===== config.mk =====
export PLATFORM = sky130hd
export DESIGN_NAME = clock_page_replacement_core
export DESIGN_NICKNAME = d
export VERILOG_FILES = /design/src/cpr_pkg.sv /design/src/clock_page_replacement_core.sv /design/src/cpr_ring.sv /design/src/cpr_scan.sv
export SDC_FILE = /design/constraint.sdc
export NUM_CORES = 1
export LEC_CHECK = 0
export BUFFER_PORTS_ARGS = -buffer_cell sky130_fd_sc_hd__buf_2
export CAP_MARGIN = 20
export CORE_MARGIN = 2
export CORE_UTILIZATION = 35
export DETAILED_ROUTE_END_ITERATION = 16
export PLACE_DENSITY = 0.52
export RECOVER_POWER = 50
export SLEW_MARGIN = 20
export SYNTH_ARGS = -nofsm -noshare
export SYNTH_HDL_FRONTEND = slang
export SYNTH_HIERARCHICAL = 1
export SYNTH_SLANG_ARGS = --single-unit

===== constraint.sdc =====
create_clock -name clock -period 5.78 [get_ports clock]
set_input_delay 0.867 -clock clock [delete_from_list [all_inputs] [get_ports clock]]
set_output_delay 0.867 -clock clock [all_outputs]
set_load 0.02 [all_outputs]

===== src/cpr_pkg.sv =====
package cpr_pkg;

   localparam int FRAMES     = 64;
   localparam int PAGE_WIDTH = 16;
   localparam int SLOT_W     = $clog2(FRAMES);
   localparam int SIZE_W     = $clog2(FRAMES + 1);
   localparam int CFG_W      = 7;

   localparam logic CFG_ENHANCED_MODE = 1'b0;
   localparam logic CFG_FRAMES_IN_USE = 1'b1;

   localparam logic MODE_WRITE  = 1'b0;
   localparam logic MODE_VICTIM = 1'b1;

   typedef struct packed {
      logic [PAGE_WIDTH-1:0] page;
      logic                  dirty_bit;
      logic                  use_bit;
   } entry_type;

   typedef struct packed {
      logic              we;
      logic [SLOT_W-1:0] waddr;
      entry_type         wdata;
      logic [SLOT_W-1:0] raddr;
   } mem_req_type;

   typedef struct packed {
      logic              idle;
      logic              scanning;
      logic [SLOT_W-1:0] hand;
   } scan_status_type;

   typedef enum logic [2:0] {
      ST_IDLE = 3'b001,
      ST_SCAN = 3'b010,
      ST_EMIT = 3'b100
   } scan_state_type;

   function automatic logic [SLOT_W-1:0] advance(input logic [SLOT_W-1:0] h,
                                                  input logic [SIZE_W-1:0] n);
      logic [SIZE_W-1:0] nxt;
      nxt = SIZE_W'(h) + SIZE_W'(1);
      return (nxt >= n) ? '0 : nxt[SLOT_W-1:0];
   endfunction

endpackage


===== src/clock_page_replacement_core.sv =====
// write transaction: ring entry updated at the accepting edge
// victim request: m entries inspected one per cycle through the single-read-port
// ring memory; m is at most ring size + 1 (plain) or 3 x ring size + 1 (enhanced)
// one transaction in flight; a new one is taken while the previous result waits
// synchronous reset clears hand, control and config (plain mode, 64 frames); ring kept
module clock_page_replacement_core (
   input  logic                      clock,
   input  logic                      reset,
   input  logic                      req_tvalid,
   output logic                      req_tready,
   input  logic [23:0]               req_tdata,  // slot, page_number, use_bit, dirty_bit
   input  logic                      req_tuser,  // mode
   output logic                      rsp_tvalid,
   input  logic                      rsp_tready,
   output logic [23:0]               rsp_tdata,  // victim_page, victim_slot, zero fill
   input  logic                      csr_we,
   input  logic                      csr_index,
   input  logic [cpr_pkg::CFG_W-1:0] csr_wdata
);
   import cpr_pkg::*;

   logic              enhanced_ff;
   logic [CFG_W-1:0]  frames_ff;
   logic [SIZE_W-1:0] ring_size;

   mem_req_type           mem_req;
   entry_type             mem_rdata;
   entry_type             req_entry;
   scan_status_type       status;
   logic [PAGE_WIDTH-1:0] rsp_page;
   logic [SLOT_W-1:0]     rsp_slot;

   always_ff @(posedge clock) begin
      if (reset) begin
         enhanced_ff <= 1'b0;
         frames_ff   <= CFG_W'(FRAMES);
      end else if (csr_we) begin
         case (csr_index)
            CFG_ENHANCED_MODE: enhanced_ff <= csr_wdata[0];
            CFG_FRAMES_IN_USE: frames_ff   <= csr_wdata;
            default: begin
            end
         endcase
      end
   end

   // zero acts as one, anything above the ring depth as the full ring
   always_comb begin
      if (frames_ff == '0) begin
         ring_size = SIZE_W'(1);
      end else if (frames_ff > CFG_W'(FRAMES)) begin
         ring_size = SIZE_W'(FRAMES);
      end else begin
         ring_size = SIZE_W'(frames_ff);
      end
   end

   assign req_entry.page      = req_tdata[SLOT_W +: PAGE_WIDTH];
   assign req_entry.use_bit   = req_tdata[SLOT_W + PAGE_WIDTH];
   assign req_entry.dirty_bit = req_tdata[SLOT_W + PAGE_WIDTH + 1];

   cpr_scan u_scan (
      .clock     (clock),
      .reset     (reset),
      .req_valid (req_tvalid),
      .req_ready (req_tready),
      .req_mode  (req_tuser),
      .req_slot  (req_tdata[SLOT_W-1:0]),
      .req_entry (req_entry),
      .enhanced  (enhanced_ff),
      .ring_size (ring_size),
      .mem_req   (mem_req),
      .mem_rdata (mem_rdata),
      .rsp_valid (rsp_tvalid),
      .rsp_ready (rsp_tready),
      .rsp_page  (rsp_page),
      .rsp_slot  (rsp_slot),
      .status    (status)
   );

   cpr_ring u_ring (
      .clock   (clock),
      .mem_req (mem_req),
      .rdata   (mem_rdata)
   );

   assign rsp_tdata = {(24 - PAGE_WIDTH - SLOT_W)'(0), rsp_slot, rsp_page};

   // no new transaction while the ring is being scanned
   a_no_accept_in_scan: assert property (@(posedge clock) disable iff (reset)
      status.scanning |-> !req_tready)
      else $error("transaction accepted during scan");

   // a victim request starts a scan on the next cycle
   a_victim_starts_scan: assert property (@(posedge clock) disable iff (reset)
      (req_tvalid && req_tready && req_tuser == MODE_VICTIM) |=> status.scanning)
      else $error("victim request did not start a scan");

   // the scan only ever clears use bits
   a_scan_writes_clear: assert property (@(posedge clock) disable iff (reset)
      (status.scanning && mem_req.we) |-> !mem_req.wdata.use_bit)
      else $error("scan wrote a set use bit");

   // after a victim is chosen the hand lies inside the ring
   a_hand_in_ring: assert property (@(posedge clock) disable iff (reset)
      (!status.scanning && $past(status.scanning)) |-> (SIZE_W'(status.hand) < ring_size))
      else $error("hand outside ring after victim selection");

endmodule


===== src/cpr_ring.sv =====
module cpr_ring (
   input  logic                  clock,
   input  cpr_pkg::mem_req_type  mem_req,
   output cpr_pkg::entry_type    rdata
);
   import cpr_pkg::*;

   entry_type mem [FRAMES];
   entry_type rdata_ff;

   always_ff @(posedge clock) begin
      if (mem_req.we) begin
         mem[mem_req.waddr] <= mem_req.wdata;
      end
      rdata_ff <= mem[mem_req.raddr];
   end

   assign rdata = rdata_ff;

endmodule


===== src/cpr_scan.sv =====
module cpr_scan (
   input  logic                          clock,
   input  logic                          reset,
   input  logic                          req_valid,
   output logic                          req_ready,
   input  logic                          req_mode,
   input  logic [cpr_pkg::SLOT_W-1:0]    req_slot,
   input  cpr_pkg::entry_type            req_entry,
   input  logic                          enhanced,
   input  logic [cpr_pkg::SIZE_W-1:0]    ring_size,
   output cpr_pkg::mem_req_type          mem_req,
   input  cpr_pkg::entry_type            mem_rdata,
   output logic                          rsp_valid,
   input  logic                          rsp_ready,
   output logic [cpr_pkg::PAGE_WIDTH-1:0] rsp_page,
   output logic [cpr_pkg::SLOT_W-1:0]    rsp_slot,
   output cpr_pkg::scan_status_type      status
);
   import cpr_pkg::*;

   scan_state_type        state_ff, state_in;
   logic [SLOT_W-1:0]     hand_ff, hand_in;
   logic [SLOT_W-1:0]     iss_ff, iss_in;
   logic [SLOT_W-1:0]     ev_addr_ff, ev_addr_in;
   logic                  ev_vld_ff, ev_vld_in;
   logic [SLOT_W-1:0]     cnt_ff, cnt_in;
   logic [1:0]            sweep_ff, sweep_in;
   logic                  wr_vld_ff;
   logic [SLOT_W-1:0]     wr_addr_ff;
   entry_type             wr_data_ff;
   logic [PAGE_WIDTH-1:0] pend_page_ff, pend_page_in;
   logic [SLOT_W-1:0]     pend_slot_ff, pend_slot_in;
   logic                  rsp_vld_ff, rsp_vld_in;
   logic [PAGE_WIDTH-1:0] rsp_page_ff, rsp_page_in;
   logic [SLOT_W-1:0]     rsp_slot_ff, rsp_slot_in;

   entry_type ev_entry;
   logic      second;
   logic      hit;
   logic      clear_use;
   logic      accept;

   assign accept    = req_valid && (state_ff == ST_IDLE);
   assign req_ready = (state_ff == ST_IDLE);

   // the entry written at the previous edge is not yet visible on the read port
   assign ev_entry = (wr_vld_ff && (wr_addr_ff == ev_addr_ff)) ? wr_data_ff : mem_rdata;
   assign second   = sweep_ff[0];

   always_comb begin
      if (enhanced) begin
         hit       = !ev_entry.use_bit && (ev_entry.dirty_bit == second);
         clear_use = second && !hit;
      end else begin
         hit       = !ev_entry.use_bit;
         clear_use = !hit;
      end
   end

   always_comb begin
      state_in     = state_ff;
      hand_in      = hand_ff;
      iss_in       = iss_ff;
      ev_addr_in   = ev_addr_ff;
      ev_vld_in    = ev_vld_ff;
      cnt_in       = cnt_ff;
      sweep_in     = sweep_ff;
      pend_page_in = pend_page_ff;
      pend_slot_in = pend_slot_ff;
      rsp_vld_in   = rsp_vld_ff && !rsp_ready;
      rsp_page_in  = rsp_page_ff;
      rsp_slot_in  = rsp_slot_ff;

      mem_req.we    = 1'b0;
      mem_req.waddr = req_slot;
      mem_req.wdata = req_entry;
      mem_req.raddr = iss_ff;

      case (state_ff)
         ST_IDLE: begin
            if (accept) begin
               if (req_mode == MODE_WRITE) begin
                  mem_req.we = 1'b1;
               end else begin
                  iss_in    = (SIZE_W'(hand_ff) >= ring_size) ? '0 : hand_ff;
                  ev_vld_in = 1'b0;
                  cnt_in    = '0;
                  sweep_in  = '0;
                  state_in  = ST_SCAN;
               end
            end
         end
         ST_SCAN: begin
            ev_vld_in  = 1'b1;
            ev_addr_in = iss_ff;
            iss_in     = advance(iss_ff, ring_size);
            if (ev_vld_ff) begin
               if (hit) begin
                  pend_page_in = ev_entry.page;
                  pend_slot_in = ev_addr_ff;
                  hand_in      = advance(ev_addr_ff, ring_size);
                  ev_vld_in    = 1'b0;
                  state_in     = ST_EMIT;
               end else begin
                  if (clear_use) begin
                     mem_req.we            = 1'b1;
                     mem_req.waddr         = ev_addr_ff;
                     mem_req.wdata         = ev_entry;
                     mem_req.wdata.use_bit = 1'b0;
                  end
                  if (SIZE_W'(cnt_ff) + SIZE_W'(1) >= ring_size) begin
                     cnt_in   = '0;
                     sweep_in = sweep_ff + 2'd1;
                  end else begin
                     cnt_in = cnt_ff + SLOT_W'(1);
                  end
               end
            end
         end
         ST_EMIT: begin
            if (!rsp_vld_ff || rsp_ready) begin
               rsp_vld_in  = 1'b1;
               rsp_page_in = pend_page_ff;
               rsp_slot_in = pend_slot_ff;
               state_in    = ST_IDLE;
            end
         end
         default: begin
            state_in = ST_IDLE;
         end
      endcase
   end

   always_ff @(posedge clock) begin
      if (reset) begin
         state_ff   <= ST_IDLE;
         hand_ff    <= '0;
         ev_vld_ff  <= 1'b0;
         wr_vld_ff  <= 1'b0;
         rsp_vld_ff <= 1'b0;
      end else begin
         state_ff   <= state_in;
         hand_ff    <= hand_in;
         ev_vld_ff  <= ev_vld_in;
         wr_vld_ff  <= mem_req.we;
         rsp_vld_ff <= rsp_vld_in;
      end
   end

   always_ff @(posedge clock) begin
      iss_ff       <= iss_in;
      ev_addr_ff   <= ev_addr_in;
      cnt_ff       <= cnt_in;
      sweep_ff     <= sweep_in;
      wr_addr_ff   <= mem_req.waddr;
      wr_data_ff   <= mem_req.wdata;
      pend_page_ff <= pend_page_in;
      pend_slot_ff <= pend_slot_in;
      rsp_page_ff  <= rsp_page_in;
      rsp_slot_ff  <= rsp_slot_in;
   end

   assign rsp_valid = rsp_vld_ff;
   assign rsp_page  = rsp_page_ff;
   assign rsp_slot  = rsp_slot_ff;

   assign status.idle     = (state_ff == ST_IDLE);
   assign status.scanning = (state_ff == ST_SCAN);
   assign status.hand     = hand_ff;

endmodule


* After elaboration in Yosys (flattened, before gate mapping) *
Memories as Yosys holds them, arrays and structs flattened. A register that Yosys moved wholly into a read port is not among the register bits.
Index checks and enable logic that the tools add are counted.

cells by class
  add/subtract/negate cells = 5
  order comparisons = 5
  eq/ne operators = 12
  muxes and demuxes = 45
  bitwise gates (word level) = 1
  reductions and logical operators = 20

operator list
  kind                                                             number
  25-bit 2-to-1 mux                                                3
  6-bit 2-to-1 mux                                                 10
  24-bit 2-to-1 mux                                                1
  6-bit case mux with 2 select lines                               2
  6-bit by 1-bit adder with 7-bit output, second input constant    3
  7-bit >= comparator                                              3
  18-bit 2-to-1 mux                                                1
  3-bit 2-to-1 mux                                                 5
  7-bit 2-to-1 mux                                                 2
  1-bit 2-to-1 mux                                                 12
  2-bit by 1-bit != test with 1-bit output, second input constant  6
  2-bit 2-to-1 mux                                                 5
  5-bit AND reduction                                              2
  3-bit case mux with 3 select lines                               1
  6-bit by 7-bit >= comparator with 1-bit output                   1
  7-bit greater-than comparator, second input constant             1
  7-bit logical NOT                                                1
  6-bit by 1-bit adder with 6-bit output, second input constant    1
  6-bit equality test                                              1
  2-bit AND reduction                                              3
  3-bit AND reduction                                              2
  6-bit AND reduction                                              1
  1-bit logical AND                                                5
  1-bit logical NOT                                                4
  11 further kinds                                                 12

word-level totals
  flip-flop bits (word level) = 108
  bits in writable memories = 1152
  memories kept = 1

memories
  name        words  bits a word  read ports  clocked after Yosys merged registers in  write ports  line           RTL
  u_ring.mem  64     18           1           1                                        1            cpr_ring.sv:8  entry_type mem [FRAMES];

* Depth between registers and ports, before layout *
  depth in word-level cells = 14
  mapped depth = 12
  gate-level depth less buffers = 10

* Hierarchy *
Netlist, hierarchy kept.

by module, submodules not included
  module                       instances  cells each  area an instance (sq um)  seq. area each (sq um)
  cpr_ring                     1          1957        44621.5                   34953.5
  cpr_scan                     1          348         4519.3                    2612.5
  clock_page_replacement_core  1          48          381.6                     160.2

* Worst setup path after synthesis *
OpenSTA, ideal clock, no wires.

  path kind = flip-flop to flip-flop
  start point = register u_scan.ev_addr_ff[0]
  end point = memory u_ring/mem[48][0] (netlist name), enable pin
  arrival time = 4.032 ns
  data required time = 5.364 ns
  setup slack = 1.333 ns
  cell stages (with the launch flop) = 12
  path buffers = 3
  period minus slack after synthesis = 4.447 ns
  path through = edfxtp_1 -> xnor2_1 -> nand3_1 -> or2_4 -> buf_2 -> a211oi_2 -> buf_2 -> mux2_2 -> clkbuf_1 -> nor2b_1 -> nand4b_1 -> nor3_1

RTL lines
  item                    line             RTL
  from (decl)             cpr_scan.sv:24   logic [SLOT_W-1:0] ev_addr_ff, ev_addr_in;
  from (signal assigned)  cpr_scan.sv:152  ev_addr_ff <= ev_addr_in;
  to (decl)               cpr_ring.sv:8

==> metrics.md <==
| Metric | Value |
|---|---|
| Status | complete, but fails checks |
| Failing checks | max-capacitance violations, max-slew violations |
| Die Ht | 380 µm |
| Die ar. | 144000 µm² |
| Vias per Instance | 5.33 |
| Measured slew at the worst slew-check pin | 2.86 ns |
| Worst relative slew slack | -0.905 |
| First-pass DRT Iterations | 5 |
| Max Clock Skew | 0.0255 ns |
| Area Overhead vs Synth | 14.6% |
| Multi-input logic area | 11100 µm² |
| Gp weighted congestion | 0.857 |
| Routed len/inst | 27.8 µm |
| Worst-path clk slew | roughly 0.060 ns |
| Tcrit/Tclk final | 0.859 |
| Register area | 37700 µm² |
| DR iter-0 viols | about 2700 |
| Post-CTS Setup Repair Bufs | 0 |
| Cell Rows | between 100 and 150 |
| Clk_lat worst skew | about 0.76 ns |
| Synth Warn # | 6 |
| Max Cap Violations | 8 |
| Post-Synthesis Cells | roughly 2400 |
| WL final | between 100 and 150 mm |
| Worst Hold Class | input port to register |
| Arr. time, crit path | 5.35 ns |
| RSZ-0062 raised after global routing | no |
| Layout cells sized above 1 | 0.255 |
| DRC | 0 |
| Post-detail-place hpwl | between 70 and 80 mm |
| Global-route wire length before repair | 181 mm |
| Max clock buf depth | 3 |
| Critical path data required time | 6.16 ns |
| Vias | 24200 |
| Chip Width | roughly 380 µm |
| Peak VDD IR | 0.218 mV |
| Tot GR Track Use | 0.174 |
| Leakage power total | 17.8 nW |
| Sink Count | around 1300 |
| IO Pins | 64 |
| Detail Route Antenna Nets | 0 |
| CP startpoint kind | register |
| Vias in the first global route | 24700 |
| Core Area | 141000 µm² |
| Worst path cell trace | nand2b_1 > or2_0 > inv_1 > nand3_1 > a211oi_4 > clkbuf_1 > mux2_1 > clkbuf_1 |
| Post-Syn Area per Cell | about 21 µm² |
| Utilization after layout | 0.403 |
| TritonCTS clock tree | built |
| Worst-path fanout max | 19 |
| Final Setup Violations | 0 |
| Final hold violations | 0 |
| Slew Limit Fails | around 450 |
| CTS buffer count | 133 |
| CTS Hold Bufs | 0 |
| Final net count | 2601 |
| H-tree levels | 4 |
| Mapped Area | 49500 µm² |
| Critical Path End Type | register |
| FILL cells | ~12000 |
| Critical Path Max Stage Delay | roughly 0.97 ns |
| Post_cts resized | 0 |
| Setup TNS Final | 0 ns |
| Max Fclk | 201 MHz |
| PortBufs | 61 |
| Crit path top cell by count | clkbuf_1 |
| Slowest stage cell, crit path | mux2_1 |
| Initial antenna violation count | 5 |
| Power Density | around 340 nW/µm² |
| Grt total ovfl | 0 |
| Initial Utilization | 0.351 |
| Fin crit period | 4.97 ns |
| Crit Path Category | register to register |
| Root buffer cell | clkbuf_16 |
| Pin count of the biggest net entering global routing | 92 |
final timing paths:
kind | endpoint | slack [ns] | start | depth (start not counted)
max | u_ring/mem[7][5] | 0.81 | u_scan/state_ff[0] | 8
min reg2reg | u_scan/rsp_page[9] | 0.42 | u_scan/pend_page_ff[9] | 0
min | enhanced_ff | 0.41 | csr_wdata[0] | 3
max reg2reg | u_ring/mem[7][5] | 0.81 | u_scan/state_ff[0] | 8
worst max-delay path: cells and delay by family, from the launching register on:
family                 cells  cell delay [ns]
buffers and inverters      3             1.96
muxes                      1             0.97
and+or+nand+nor            3             0.69
AOI/OAI and AO/OA          1             0.60
DFF                        1             0.33
sequential cells by signal, summed over array words and instances (netlist names), 7 cells and up:
register / flops
u_ring/mem: 1152
u_scan/wr_data_ff: 18
u_scan/rsp_page: 16
u_scan/pend_page_ff: 16
frames_ff: 7
u_ring/rdata: 18
power breakdown:
group / total, mW / internal (mW) / switching [mW] / leakage [nW]
registers: 10.2 / 10.2 / 0.0234 / 11.4
logic: 0.798 / 0.257 / 0.541 / 4.19
clock network: 8.57 / 5.04 / 3.53 / 2.11
layout by cell type, fill, tap and decap left out, types with 6 or more instances in the layout:
master	count
edfxtp_1	1215
mux4_2	300
clkbuf_16	137
nor2_1	96
buf_4	83
mux2i_1	62
clkbuf_1	62
dfxtp_1	62
o21ai_0	57
a21oi_1	47
nand2_1	41
buf_2	36
mux2_1	31
ha_1	30
o22ai_1	29
nand3_1	26
clkinv_1	22
clkinv_2	19
inv_1	19
nor2_2	18
mux2_2	17
a211oi_1	17
nor2b_1	16
nand2b_1	15
bufinv_16	15
nor3_1	14
xnor2_1	14
or3_1	12
inv_6	9
clkinvlp_4	8
o21ai_1	8
a21o_1	8
o211ai_1	7
clkbuf_2	6
buf_12	6
o41ai_1	6
routing by layer:
layer  vias up  GRT usage  wire [µm]
li1      10100          -          -
met1     13000      0.233      52600
met2       850      0.286      61800
met3       169     0.0342       8200
met4         0     0.0520       3300
met5         -          0          0
stage by stage:
stage / worst slack (ns) / hold slack, ns / power [mW] / instance area [µm²] / std cells
2_1_floorplan: 1.33 / 0.400 / 10.8 / 49500 / 2352
3_3_place_gp: 1.29 / 0.409 / 11.2 / 52500 / 4288
3_5_place_dp: 1.19 / 0.412 / 11.2 / 52500 / 4288
4_1_cts: 1.15 / 0.346 / 19.8 / 56800 / 4530
5_1_grt: 0.529 / 0.397 / 20.1 / 56700 / 4530
6_report: 0.815 / 0.407 / 19.6 / 56700 / 4532
layout make-up:
| type | instances | share of cell area |
|---|---|---|
| Sequential cell | 1277 | 0.665 |
| Multi-Input combinational cell | 936 | 0.196 |
| Clock buffer | 165 | 0.0625 |
| Tap cell | 1890 | 0.0417 |
| Timing Repair Buffer | 166 | 0.0191 |
| Clock inverter | 77 | 0.0145 |
| Inverter | 19 | 0.00126 |
| Antenna cell | 2 | 0.0000882 |
(Power assumes the default switching activity.)
